## src/rtl/sss_pkg.sv

```systemverilog
`default_nettype none

package sss_pkg;

    // Bytes of the window that the suffix tables look at
    localparam int TAIL_BYTES = 10;
    localparam int TAIL_W     = 8 * TAIL_BYTES;

    // Any byte at or above this mark selects the Russian table
    localparam logic [7:0] HIGH_BYTE_MARK = 8'hC0;
    localparam logic [7:0] UPPER_FIRST    = 8'h41;
    localparam logic [7:0] UPPER_LAST     = 8'h5A;
    localparam logic [7:0] CASE_OFFSET    = 8'h20;

    // Configuration register indexes
    localparam int          CFG_INDEX_W  = 1;
    localparam logic [0:0]  REG_MIN_WORD = 1'd0;
    localparam logic [0:0]  REG_MIN_STEM = 1'd1;
    localparam logic [7:0]  MIN_WORD_RST = 8'd4;
    localparam logic [7:0]  MIN_STEM_RST = 8'd3;

    // Replacement codes
    localparam logic [2:0] APP_NONE = 3'd0;
    localparam logic [2:0] APP_AT   = 3'd1;
    localparam logic [2:0] APP_I    = 3'd2;
    localparam logic [2:0] APP_T    = 3'd3;
    localparam logic [2:0] APP_S    = 3'd4;
    localparam logic [2:0] APP_IZE  = 3'd5;
    localparam logic [2:0] APP_ISE  = 3'd6;

    // Per-word status carried down the pipeline
    typedef struct packed {
        logic high_byte;
        logic overflow;
    } word_flags_t;

    // Suffix entry: tail byte k sits at bits [8k+7:8k], last byte of the word at k = 0
    typedef struct packed {
        logic [3:0]        len;
        logic [2:0]        code;
        logic [TAIL_W-1:0] tail;
    } sfx_t;

    // Bytes that a replacement code adds back
    function automatic logic [1:0] repl_len(logic [2:0] code);
        logic [1:0] n;
        case (code)
            APP_AT:  n = 2'd2;
            APP_I:   n = 2'd1;
            APP_T:   n = 2'd1;
            APP_S:   n = 2'd1;
            APP_IZE: n = 2'd3;
            APP_ISE: n = 2'd3;
            default: n = 2'd0;
        endcase
        return n;
    endfunction

    // Cyrillic letters in UTF-8
    localparam logic [15:0] RU_A    = 16'hD0B0;
    localparam logic [15:0] RU_V    = 16'hD0B2;
    localparam logic [15:0] RU_G    = 16'hD0B3;
    localparam logic [15:0] RU_E    = 16'hD0B5;
    localparam logic [15:0] RU_I    = 16'hD0B8;
    localparam logic [15:0] RU_IK   = 16'hD0B9;
    localparam logic [15:0] RU_M    = 16'hD0BC;
    localparam logic [15:0] RU_N    = 16'hD0BD;
    localparam logic [15:0] RU_O    = 16'hD0BE;
    localparam logic [15:0] RU_S    = 16'hD181;
    localparam logic [15:0] RU_T    = 16'hD182;
    localparam logic [15:0] RU_U    = 16'hD183;
    localparam logic [15:0] RU_KH   = 16'hD185;
    localparam logic [15:0] RU_SH   = 16'hD188;
    localparam logic [15:0] RU_Y    = 16'hD18B;
    localparam logic [15:0] RU_SOFT = 16'hD18C;
    localparam logic [15:0] RU_YU   = 16'hD18E;
    localparam logic [15:0] RU_YA   = 16'hD18F;

    localparam int EN_COUNT = 36;
    localparam int RU_COUNT = 52;

    // English suffixes, in priority order
    localparam sfx_t EN_TAB [EN_COUNT] = '{
        '{4'd5, APP_AT,   80'("ation")}, '{4'd5, APP_I,    80'("iness")},
        '{4'd4, APP_NONE, 80'("ness")},  '{4'd4, APP_NONE, 80'("ment")},
        '{4'd4, APP_NONE, 80'("able")},  '{4'd4, APP_NONE, 80'("ible")},
        '{4'd4, APP_T,    80'("tion")},  '{4'd4, APP_S,    80'("sion")},
        '{4'd4, APP_NONE, 80'("ling")},  '{4'd4, APP_NONE, 80'("ally")},
        '{4'd4, APP_IZE,  80'("ized")},  '{4'd4, APP_ISE,  80'("ised")},
        '{4'd4, APP_NONE, 80'("ency")},  '{4'd4, APP_NONE, 80'("ancy")},
        '{4'd4, APP_NONE, 80'("ical")},
        '{4'd3, APP_NONE, 80'("ing")},   '{4'd3, APP_NONE, 80'("ful")},
        '{4'd3, APP_NONE, 80'("ous")},   '{4'd3, APP_NONE, 80'("ive")},
        '{4'd3, APP_NONE, 80'("ity")},   '{4'd3, APP_NONE, 80'("ent")},
        '{4'd3, APP_NONE, 80'("ant")},   '{4'd3, APP_NONE, 80'("ism")},
        '{4'd3, APP_NONE, 80'("ist")},   '{4'd3, APP_NONE, 80'("ize")},
        '{4'd3, APP_NONE, 80'("ate")},   '{4'd3, APP_NONE, 80'("ify")},
        '{4'd2, APP_NONE, 80'("ly")},    '{4'd2, APP_NONE, 80'("er")},
        '{4'd2, APP_NONE, 80'("ed")},    '{4'd2, APP_NONE, 80'("es")},
        '{4'd2, APP_NONE, 80'("al")},    '{4'd2, APP_NONE, 80'("en")},
        '{4'd2, APP_NONE, 80'("an")},    '{4'd2, APP_NONE, 80'("or")},
        '{4'd1, APP_NONE, 80'("s")}
    };

    // Russian suffixes, in priority order
    localparam sfx_t RU_TAB [RU_COUNT] = '{
        '{4'd6,  APP_NONE, 80'({RU_O, RU_G, RU_O})},
        '{4'd6,  APP_NONE, 80'({RU_O, RU_M, RU_U})},
        '{4'd6,  APP_NONE, 80'({RU_E, RU_M, RU_U})},
        '{4'd10, APP_NONE, 80'({RU_A, RU_T, RU_SOFT, RU_S, RU_YA})},
        '{4'd10, APP_NONE, 80'({RU_I, RU_T, RU_SOFT, RU_S, RU_YA})},
        '{4'd10, APP_NONE, 80'({RU_YA, RU_T, RU_SOFT, RU_S, RU_YA})},
        '{4'd10, APP_NONE, 80'({RU_O, RU_T, RU_SOFT, RU_S, RU_YA})},
        '{4'd10, APP_NONE, 80'({RU_U, RU_T, RU_SOFT, RU_S, RU_YA})},
        '{4'd6,  APP_NONE, 80'({RU_A, RU_T, RU_SOFT})},
        '{4'd6,  APP_NONE, 80'({RU_YA, RU_T, RU_SOFT})},
        '{4'd6,  APP_NONE, 80'({RU_I, RU_T, RU_SOFT})},
        '{4'd6,  APP_NONE, 80'({RU_Y, RU_T, RU_SOFT})},
        '{4'd6,  APP_NONE, 80'({RU_O, RU_T, RU_SOFT})},
        '{4'd6,  APP_NONE, 80'({RU_U, RU_T, RU_SOFT})},
        '{4'd8,  APP_NONE, 80'({RU_E, RU_N, RU_I, RU_E})},
        '{4'd8,  APP_NONE, 80'({RU_A, RU_N, RU_I, RU_E})},
        '{4'd8,  APP_NONE, 80'({RU_YA, RU_T, RU_I, RU_E})},
        '{4'd6,  APP_NONE, 80'({RU_T, RU_S, RU_YA})},
        '{4'd8,  APP_NONE, 80'({RU_T, RU_SOFT, RU_S, RU_YA})},
        '{4'd6,  APP_NONE, 80'({RU_E, RU_IK, RU_SH})},
        '{4'd6,  APP_NONE, 80'({RU_A, RU_IK, RU_SH})},
        '{4'd4,  APP_NONE, 80'({RU_O, RU_V})},
        '{4'd4,  APP_NONE, 80'({RU_E, RU_V})},
        '{4'd4,  APP_NONE, 80'({RU_E, RU_IK})},
        '{4'd4,  APP_NONE, 80'({RU_O, RU_IK})},
        '{4'd4,  APP_NONE, 80'({RU_I, RU_IK})},
        '{4'd4,  APP_NONE, 80'({RU_Y, RU_IK})},
        '{4'd4,  APP_NONE, 80'({RU_A, RU_YA})},
        '{4'd4,  APP_NONE, 80'({RU_YA, RU_YA})},
        '{4'd4,  APP_NONE, 80'({RU_O, RU_E})},
        '{4'd4,  APP_NONE, 80'({RU_E, RU_E})},
        '{4'd4,  APP_NONE, 80'({RU_Y, RU_E})},
        '{4'd4,  APP_NONE, 80'({RU_I, RU_E})},
        '{4'd4,  APP_NONE, 80'({RU_A, RU_KH})},
        '{4'd4,  APP_NONE, 80'({RU_YA, RU_KH})},
        '{4'd4,  APP_NONE, 80'({RU_A, RU_M})},
        '{4'd4,  APP_NONE, 80'({RU_YA, RU_M})},
        '{4'd4,  APP_NONE, 80'({RU_O, RU_M})},
        '{4'd4,  APP_NONE, 80'({RU_E, RU_M})},
        '{4'd4,  APP_NONE, 80'({RU_U, RU_YU})},
        '{4'd4,  APP_NONE, 80'({RU_YU, RU_YU})},
        '{4'd6,  APP_NONE, 80'({RU_A, RU_E, RU_T})},
        '{4'd6,  APP_NONE, 80'({RU_YA, RU_E, RU_T})},
        '{4'd2,  APP_NONE, 80'(RU_A)},
        '{4'd2,  APP_NONE, 80'(RU_E)},
        '{4'd2,  APP_NONE, 80'(RU_I)},
        '{4'd2,  APP_NONE, 80'(RU_O)},
        '{4'd2,  APP_NONE, 80'(RU_U)},
        '{4'd2,  APP_NONE, 80'(RU_Y)},
        '{4'd2,  APP_NONE, 80'(RU_SOFT)},
        '{4'd2,  APP_NONE, 80'(RU_YA)},
        '{4'd2,  APP_NONE, 80'(RU_YU)}
    };

endpackage

`default_nettype wire

```

## src/rtl/sss_cell.sv

```systemverilog
`default_nettype none

// One byte of the tail window; takes its neighbor's byte on every shift
module sss_cell (
    input  wire logic       clk,
    input  wire logic       rst_n,
    input  wire logic       shift_en,
    input  wire logic       clear,
    input  wire logic [7:0] shift_in,
    output logic      [7:0] byte_q
);

    logic [7:0] byte_reg;
    logic [7:0] byte_next;

    // Drop the byte at word end, otherwise advance on shift
    always_comb
    begin
        byte_next = byte_reg;
        if (clear)
        begin
            byte_next = 8'd0;
        end
        else if (shift_en)
        begin
            byte_next = shift_in;
        end
    end

    always_ff @(posedge clk or negedge rst_n)
    begin
        if (!rst_n)
        begin
            byte_reg <= 8'd0;
        end
        else
        begin
            byte_reg <= byte_next;
        end
    end

    assign byte_q = byte_reg;

endmodule

`default_nettype wire

```

## src/rtl/sss_match.sv

```systemverilog
`default_nettype none

// Three-stage suffix matcher: capture word, compare all suffixes, select first hit
module sss_match #(
    parameter int CNT_W = 8
) (
    input  wire logic                        clk,
    input  wire logic                        rst_n,
    input  wire logic                        word_valid,
    output logic                             word_ready,
    input  wire logic [sss_pkg::TAIL_W-1:0]  word_tail,
    input  wire logic [CNT_W-1:0]            word_count,
    input  wire sss_pkg::word_flags_t        word_flags,
    input  wire logic [7:0]                  min_word,
    input  wire logic [7:0]                  min_stem,
    output logic                             result_valid,
    input  wire logic                        result_ready,
    output logic [7:0]                       stem_length,
    output logic [2:0]                       append_code,
    output logic                             russian,
    output logic                             overflow
);

    localparam int CMP_W = ((CNT_W > 8) ? CNT_W : 8) + 2;

    // Tail matches, word is long enough, and stem plus replacement is long enough
    function automatic logic entry_hit(
        sss_pkg::sfx_t               e,
        logic [sss_pkg::TAIL_W-1:0]  tail,
        logic [CMP_W-1:0]            cnt,
        logic [CMP_W-1:0]            stem_min
    );
        logic             same;
        logic [CMP_W-1:0] lhs;
        logic [CMP_W-1:0] rhs;
        same = 1'b1;
        for (int k = 0; k < sss_pkg::TAIL_BYTES; k++)
        begin
            if ((k < int'(e.len)) && (tail[8*k +: 8] != e.tail[8*k +: 8]))
            begin
                same = 1'b0;
            end
        end
        lhs = cnt + CMP_W'(sss_pkg::repl_len(e.code));
        rhs = stem_min + CMP_W'(e.len);
        return same && (cnt >= CMP_W'(e.len)) && (lhs >= rhs);
    endfunction

    // Stage A: captured word
    logic                         a_valid_reg;
    logic [sss_pkg::TAIL_W-1:0]   a_tail_reg;
    logic [CNT_W-1:0]             a_count_reg;
    sss_pkg::word_flags_t         a_flags_reg;

    // Stage B: hit vectors
    logic                         b_valid_reg;
    logic [sss_pkg::EN_COUNT-1:0] b_en_hit_reg;
    logic [sss_pkg::RU_COUNT-1:0] b_ru_hit_reg;
    logic [sss_pkg::EN_COUNT-1:0] b_en_hit_next;
    logic [sss_pkg::RU_COUNT-1:0] b_ru_hit_next;
    logic                         b_word_ok_reg;
    logic [CNT_W-1:0]             b_count_reg;
    sss_pkg::word_flags_t         b_flags_reg;

    // Stage C: result word
    logic                         c_valid_reg;
    logic [7:0]                   c_stem_reg;
    logic [7:0]                   c_stem_next;
    logic [2:0]                   c_code_reg;
    logic [2:0]                   c_code_next;
    logic                         c_russian_reg;
    logic                         c_overflow_reg;

    logic                         a_load;
    logic                         b_load;
    logic                         c_load;
    logic [CMP_W-1:0]             a_count_ext;
    logic                         sel_hit;
    logic [3:0]                   sel_len;
    logic [2:0]                   sel_code;
    logic [CNT_W-1:0]             kept;

    // Advance each stage when the one below has room
    assign c_load     = b_valid_reg && (!c_valid_reg || result_ready);
    assign b_load     = a_valid_reg && (!b_valid_reg || c_load);
    assign word_ready = !a_valid_reg || b_load;
    assign a_load     = word_valid && word_ready;

    always_ff @(posedge clk or negedge rst_n)
    begin
        if (!rst_n)
        begin
            a_valid_reg <= 1'b0;
            b_valid_reg <= 1'b0;
            c_valid_reg <= 1'b0;
        end
        else
        begin
            if (word_ready)
            begin
                a_valid_reg <= word_valid;
            end
            if (!b_valid_reg || c_load)
            begin
                b_valid_reg <= a_valid_reg;
            end
            if (!c_valid_reg || result_ready)
            begin
                c_valid_reg <= b_valid_reg;
            end
        end
    end

    // Capture the finished word
    always_ff @(posedge clk)
    begin
        if (a_load)
        begin
            a_tail_reg  <= word_tail;
            a_count_reg <= word_count;
            a_flags_reg <= word_flags;
        end
    end

    // Compare every suffix of both tables in parallel
    assign a_count_ext = CMP_W'(a_count_reg);

    always_comb
    begin
        for (int i = 0; i < sss_pkg::EN_COUNT; i++)
        begin
            b_en_hit_next[i] = entry_hit(sss_pkg::EN_TAB[i], a_tail_reg, a_count_ext,
                                         CMP_W'(min_stem));
        end
        for (int i = 0; i < sss_pkg::RU_COUNT; i++)
        begin
            b_ru_hit_next[i] = entry_hit(sss_pkg::RU_TAB[i], a_tail_reg, a_count_ext,
                                         CMP_W'(min_stem));
        end
    end

    always_ff @(posedge clk)
    begin
        if (b_load)
        begin
            b_en_hit_reg  <= b_en_hit_next;
            b_ru_hit_reg  <= b_ru_hit_next;
            b_word_ok_reg <= (a_count_ext >= CMP_W'(min_word));
            b_count_reg   <= a_count_reg;
            b_flags_reg   <= a_flags_reg;
        end
    end

    // Pick the first hit of the selected table
    always_comb
    begin
        sel_hit  = 1'b0;
        sel_len  = 4'd0;
        sel_code = sss_pkg::APP_NONE;
        if (b_flags_reg.high_byte)
        begin
            for (int i = sss_pkg::RU_COUNT - 1; i >= 0; i--)
            begin
                if (b_ru_hit_reg[i])
                begin
                    sel_hit  = 1'b1;
                    sel_len  = sss_pkg::RU_TAB[i].len;
                    sel_code = sss_pkg::RU_TAB[i].code;
                end
            end
        end
        else
        begin
            for (int i = sss_pkg::EN_COUNT - 1; i >= 0; i--)
            begin
                if (b_en_hit_reg[i])
                begin
                    sel_hit  = 1'b1;
                    sel_len  = sss_pkg::EN_TAB[i].len;
                    sel_code = sss_pkg::EN_TAB[i].code;
                end
            end
        end
    end

    // Strip the suffix when the word qualifies
    always_comb
    begin
        kept        = b_count_reg;
        c_code_next = sss_pkg::APP_NONE;
        if (b_word_ok_reg && sel_hit)
        begin
            kept        = b_count_reg - CNT_W'(sel_len);
            c_code_next = sel_code;
        end
        c_stem_next = 8'(kept);
    end

    always_ff @(posedge clk)
    begin
        if (c_load)
        begin
            c_stem_reg     <= c_stem_next;
            c_code_reg     <= c_code_next;
            c_russian_reg  <= b_flags_reg.high_byte;
            c_overflow_reg <= b_flags_reg.overflow;
        end
    end

    assign result_valid = c_valid_reg;
    assign stem_length  = c_stem_reg;
    assign append_code  = c_code_reg;
    assign russian      = c_russian_reg;
    assign overflow     = c_overflow_reg;

endmodule

`default_nettype wire

```

## src/rtl/suffix_strip_stemmer.sv

```systemverilog
// Throughput: one byte per cycle; the byte window is a shift chain of byte cells.
// Pipeline: the edge that accepts the last byte loads the capture stage, and the result word
// then passes the parallel suffix compare and first-hit select stages, each stage a register.
// A stalled result holds the pipeline; bytes keep flowing until the capture stage is full.
// Reset clears the window, byte count, flags and pipeline, and loads the
// minimum word and stem lengths with 4 and 3.
`default_nettype none

module suffix_strip_stemmer #(
    parameter int MAX_WORD_BYTES = 255,
    parameter int WINDOW_BYTES   = 10
) (
    input  wire logic                            clk,
    input  wire logic                            rst_n,
    input  wire logic                            cfg_write_en,
    input  wire logic [sss_pkg::CFG_INDEX_W-1:0] cfg_index,
    input  wire logic [7:0]                      cfg_data,
    input  wire logic                            data_valid,
    output logic                                 data_ready,
    input  wire logic [7:0]                      data_byte,
    input  wire logic                            last,
    output logic                                 result_valid,
    input  wire logic                            result_ready,
    output logic [7:0]                           stem_length,
    output logic [2:0]                           append_code,
    output logic                                 russian,
    output logic                                 overflow
);

    localparam int               CNT_W   = $clog2(MAX_WORD_BYTES + 1);
    localparam logic [CNT_W-1:0] CNT_MAX = CNT_W'(MAX_WORD_BYTES);

    logic [7:0]                 min_word_reg;
    logic [7:0]                 min_stem_reg;
    logic [CNT_W-1:0]           count_reg;
    logic [CNT_W-1:0]           count_next;
    logic [CNT_W-1:0]           count_upd;
    logic                       high_reg;
    logic                       high_next;
    logic                       high_upd;
    logic                       ovf_reg;
    logic                       ovf_next;
    logic                       ovf_upd;
    logic [7:0]                 lc_byte;
    logic                       byte_accept;
    logic                       word_end;
    logic [7:0]                 win_in [WINDOW_BYTES];
    logic [7:0]                 win_q  [WINDOW_BYTES];
    logic [sss_pkg::TAIL_W-1:0] word_tail;
    sss_pkg::word_flags_t       word_flags;

    assign byte_accept = data_valid && data_ready;
    assign word_end    = byte_accept && last;

    // Configuration registers
    always_ff @(posedge clk or negedge rst_n)
    begin
        if (!rst_n)
        begin
            min_word_reg <= sss_pkg::MIN_WORD_RST;
            min_stem_reg <= sss_pkg::MIN_STEM_RST;
        end
        else if (cfg_write_en)
        begin
            case (cfg_index)
                sss_pkg::REG_MIN_WORD: min_word_reg <= cfg_data;
                sss_pkg::REG_MIN_STEM: min_stem_reg <= cfg_data;
                default:               min_word_reg <= min_word_reg;
            endcase
        end
    end

    // Lowercase ASCII capitals
    always_comb
    begin
        lc_byte = data_byte;
        if ((data_byte >= sss_pkg::UPPER_FIRST) && (data_byte <= sss_pkg::UPPER_LAST))
        begin
            lc_byte = data_byte + sss_pkg::CASE_OFFSET;
        end
    end

    // Window chain: cell 0 takes the new byte, each cell takes its neighbor's
    genvar gi;
    generate
        for (gi = 0; gi < WINDOW_BYTES; gi++)
        begin : g_win
            if (gi == 0)
            begin : g_head
                assign win_in[gi] = lc_byte;
            end
            else
            begin : g_body
                assign win_in[gi] = win_q[gi-1];
            end

            sss_cell u_cell (
                .clk      (clk),
                .rst_n    (rst_n),
                .shift_en (byte_accept),
                .clear    (word_end),
                .shift_in (win_in[gi]),
                .byte_q   (win_q[gi])
            );
        end

        // The matcher sees the window as it stands after this byte
        for (gi = 0; gi < sss_pkg::TAIL_BYTES; gi++)
        begin : g_tail
            assign word_tail[8*gi +: 8] = win_in[gi];
        end
    endgenerate

    // Saturating count and sticky flags, updated with this byte
    assign count_upd = (count_reg < CNT_MAX) ? (count_reg + CNT_W'(1)) : count_reg;
    assign ovf_upd   = ovf_reg || (count_reg == CNT_MAX);
    assign high_upd  = high_reg || (lc_byte >= sss_pkg::HIGH_BYTE_MARK);

    assign word_flags.high_byte = high_upd;
    assign word_flags.overflow  = ovf_upd;

    always_comb
    begin
        count_next = count_reg;
        high_next  = high_reg;
        ovf_next   = ovf_reg;
        if (word_end)
        begin
            count_next = '0;
            high_next  = 1'b0;
            ovf_next   = 1'b0;
        end
        else if (byte_accept)
        begin
            count_next = count_upd;
            high_next  = high_upd;
            ovf_next   = ovf_upd;
        end
    end

    always_ff @(posedge clk or negedge rst_n)
    begin
        if (!rst_n)
        begin
            count_reg <= '0;
            high_reg  <= 1'b0;
            ovf_reg   <= 1'b0;
        end
        else
        begin
            count_reg <= count_next;
            high_reg  <= high_next;
            ovf_reg   <= ovf_next;
        end
    end

    sss_match #(
        .CNT_W (CNT_W)
    ) u_match (
        .clk          (clk),
        .rst_n        (rst_n),
        .word_valid   (data_valid && last),
        .word_ready   (data_ready),
        .word_tail    (word_tail),
        .word_count   (count_upd),
        .word_flags   (word_flags),
        .min_word     (min_word_reg),
        .min_stem     (min_stem_reg),
        .result_valid (result_valid),
        .result_ready (result_ready),
        .stem_length  (stem_length),
        .append_code  (append_code),
        .russian      (russian),
        .overflow     (overflow)
    );

    // Russian table never carries a replacement
    a_ru_no_append: assert property (@(posedge clk) disable iff (!rst_n)
        result_valid && russian |-> append_code == sss_pkg::APP_NONE)
        else $error("russian result carries a replacement code");

    // Count never passes its ceiling
    a_count_bound: assert property (@(posedge clk) disable iff (!rst_n)
        count_reg <= CNT_MAX)
        else $error("byte count above ceiling");

    // Overflow only once the count has saturated
    a_ovf_saturated: assert property (@(posedge clk) disable iff (!rst_n)
        ovf_reg |-> count_reg == CNT_MAX)
        else $error("overflow flag without saturated count");

    // Word end returns the per-word state to its cleared value
    a_word_clear: assert property (@(posedge clk) disable iff (!rst_n)
        word_end |=> (count_reg == '0) && !high_reg && !ovf_reg)
        else $error("word state not cleared after last byte");

endmodule

`default_nettype wire

```

## config.mk

```make
export PLATFORM = sky130hd
export DESIGN_NAME = suffix_strip_stemmer
export DESIGN_NICKNAME = d
export VERILOG_FILES = /design/src/rtl/sss_pkg.sv /design/src/rtl/sss_cell.sv /design/src/rtl/sss_match.sv /design/src/rtl/suffix_strip_stemmer.sv
export SDC_FILE = /design/constraint.sdc
export NUM_CORES = 1
export LEC_CHECK = 0
export BUFFER_PORTS_ARGS = -buffer_cell sky130_fd_sc_hd__buf_2
export CORE_UTILIZATION = 40
export DETAILED_ROUTE_END_ITERATION = 16
export HOLD_SLACK_MARGIN = 0.1
export SYNTH_ARGS = -nofsm -noshare
export SYNTH_HDL_FRONTEND = slang
export SYNTH_SLANG_ARGS = --single-unit
```

## constraint.sdc

```tcl
create_clock -name clk -period 16 [get_ports clk]
set_input_delay 0.8 -clock clk [delete_from_list [all_inputs] [get_ports clk]]
set_output_delay 0.8 -clock clk [all_outputs]
set_load 0.005 [all_outputs]
```

==> results.yml <==
outcome:
  outcome: "complete, no violations"
pwr:
  power_density_nw_per_um2: 111
  peakVddDrop_v: 0.0000882
  power.leakage_nw: 6.55
logic_synthesis:
  postSynth.asyncResetShare_pct: 33.3
  syn_area_sq_um: 15600
  synth_nets: 1555
  synth-main-ff-cell: "edfxtp_1"
  avgSynthCellArea_sq_um: 11.0
  synth_seq_cells: 303
  synth-edff-count: 202
  synth.distinct_cells: 78
  yosysSeqAreaShare_pct: 55.2
  synthCells: 1418
  synth_warnings: 0
sta:
  rsz0062_at_grt: "no"
  setup_viol: 0
  max_freq_mhz: 259
  tightest_slew_ns: 1.04
  maxSlewViolCount: 0
  min_period_ns: 3.86
  hold_viol: 0
  slew_headroom_pct: 30.4
  clock_skew_ns: 0.0260
  period_share_pct: 24.1
  fin_setup_tns_ns: 0
worst_setup_path:
  crit-reg2reg-launch: "min_stem_reg[4]"
  crit_path_start: "min_stem_reg[4]"
  critPathMaxStageDelay_ns: 0.79
  cp-end-kind: "flop"
  cp.arrival_ns: 4.23
  crit_path_start_kind: "flop"
  critPathTopFamily: "simple AND/OR/NAND/NOR gates"
  crit_slowest_cell: "dfrtp_1"
  cp_max_fo: 19
  crit_type: "flop to flop"
  cp_cell_sequence: "ha_1 -> nand3_1 -> nor2_1 -> xnor2_1 -> ha_1 -> o21ai_0 -> a21oi_1 -> o211ai_1 -> buf_4 -> or3_1 -> nor4_1"
  worst_path_most_repeated_cell: "ha_1"
  cp.required_ns: 16.37
  crit_buf_inv: 1
cells_and_area:
  regArea_sq_um: 8600
  fillerInstances: 3552
  final_cell_mix: "nand2_1, edfxtp_1, ha_1"
  multi_input_area_sq_um: 6640
  num_antenna_cells: 0
  fin_area_sq_um: 17400
  final_cells: 1984
  area_growth_pct: 11.4
  final_layout_size_suffix_gt1_share_pct: 9.23
  post-route-util_pct: 45.7
  final_common_cell: "nand2_1"
  largest_reg_flops: 80
  fin_nets: 1585
grt:
  gr-total-overflow: 0
  grt_max_degree: 85
  grt_pass1_wl_mm: 57.9
  grt_use_total_pct: 18.8
  grt_pass1_vias: 10350
  antenna_found_initial: 0
clocking:
  worstSkewPairLatency_ns: 0.58
  cts-resized-gates: 0
  cts_htree_levels: 1
  cts_setup_buffers: 0
  clock_sinks: 303
  cts_tree: "done"
  clk_path_buf_depth: 3
  clkTransAtPathRegs_ns: 0.06
  cts_root_buffer: "clkbuf_16"
  cts_made_buffers: 31
  cts_hold_buffers: 0
detailed_routing:
  postRouteAntennaNets: 0
  drtIter0Drc: 872
  drt-pass1-iter-count: 5
  route.vias.total: 10729
  drt-total-wl_mm: 36.3
  viasPerCell: 5.41
  wl_per_cell_um: 18.3
  remaining_drc_errors: 0
floorplanning:
  core_area_sq_um: 38000
  die_y_um: 199
  die_area_sq_um: 39800
  fp-row-count: 71
  start_util_pct: 41.0
  io_pins: 38
  die_x_um: 199
placed_design:
  io_buffers: 37
  dpl.cell_count: 1926
  postPlaceCellArea_sq_um: 16300
  hpwl_mm: 26.1
  routabilityCongestion: 0.957
run:
  max_cap_violations: 0
hold_path:
  hp-class: "input pin to asynchronous set/reset pin"
==> synthesized netlist by cell type, drive strengths merged (17+ instances only) <==
cell / count / area (sq um)
nand2: 219 / 822
edfxtp: 202 / 6070
ha: 113 / 1410
o21ai: 104 / 521
dfrtp: 98 / 2450
nor2: 83 / 312
nor3: 56 / 285
nor4: 52 / 359
inv: 42 / 158
nand3: 42 / 228
clkbuf: 41 / 154
a21oi: 39 / 195
xnor2: 33 / 289
xor2: 30 / 263
nand4: 26 / 163
nand2b: 24 / 160
nor2b: 21 / 131
and3: 17 / 106
==> cell type report <==
cell class              instances  share of cell area (%)
flip-flops and latches        303                    49.5
multi-input cells            1023                    38.3
clock buffers                  42                    4.99
well taps                     511                    3.68
repair buffers                 47                    1.51
clock inverters                16                    1.13
inverters                      42                   0.908
==> metrics by stage <==
stage          hold WS, ns  power [mW]  setup slack [ns]
3_3_place_gp         0.406        1.20             12.38
6_report             0.203        1.94             12.14
4_1_cts              0.211        1.95             12.21
5_1_grt              0.240        2.03             11.87
3_5_place_dp         0.405        1.21             12.26
2_1_floorplan        0.400        1.12             10.07
==> layer usage <==
layer	GRT usage (%)	routed length [um]
met5	0	0
met4	6.30	1070
met3	2.58	1730
met2	30.3	16700
met1	26.0	16800
==> final timing paths <==
| check | end | slack, ns | cells past startpoint |
|---|---|---|---|
| min in group clk | u_match.overflow | 0.42 | 0 |
| worst min register to register | u_match.overflow | 0.42 | 0 |
| max in group asynchronous | g_win[1].u_cell.byte_q[0] | 14.55 | 2 |
| worst max register to register | u_match.b_ru_hit_reg[26] | 12.14 | 11 |
| worst min-delay path | g_win[8].u_cell.byte_q[6] | 0.20 | 1 |
| worst max-delay path | u_match.b_ru_hit_reg[26] | 12.14 | 11 |
==> kinds of logic (layout without fill, tap and decap cells) <==
family,count (synthesis),after routing,share of synthesized area [%]
buf+inv,92,147,2.30
flops,303,303,55.2
xor+xnor,63,63,3.54
simple gates,621,621,20.8
fa+ha+maj,114,114,9.20
mux,10,10,0.723
compound gates,215,215,8.26
==> power breakdown <==
group / switching, mW / internal [mW]
sequential: 0.0395 / 0.879
clock: 0.299 / 0.444
combinational: 0.169 / 0.106
(Power assumes the default switching activity.)
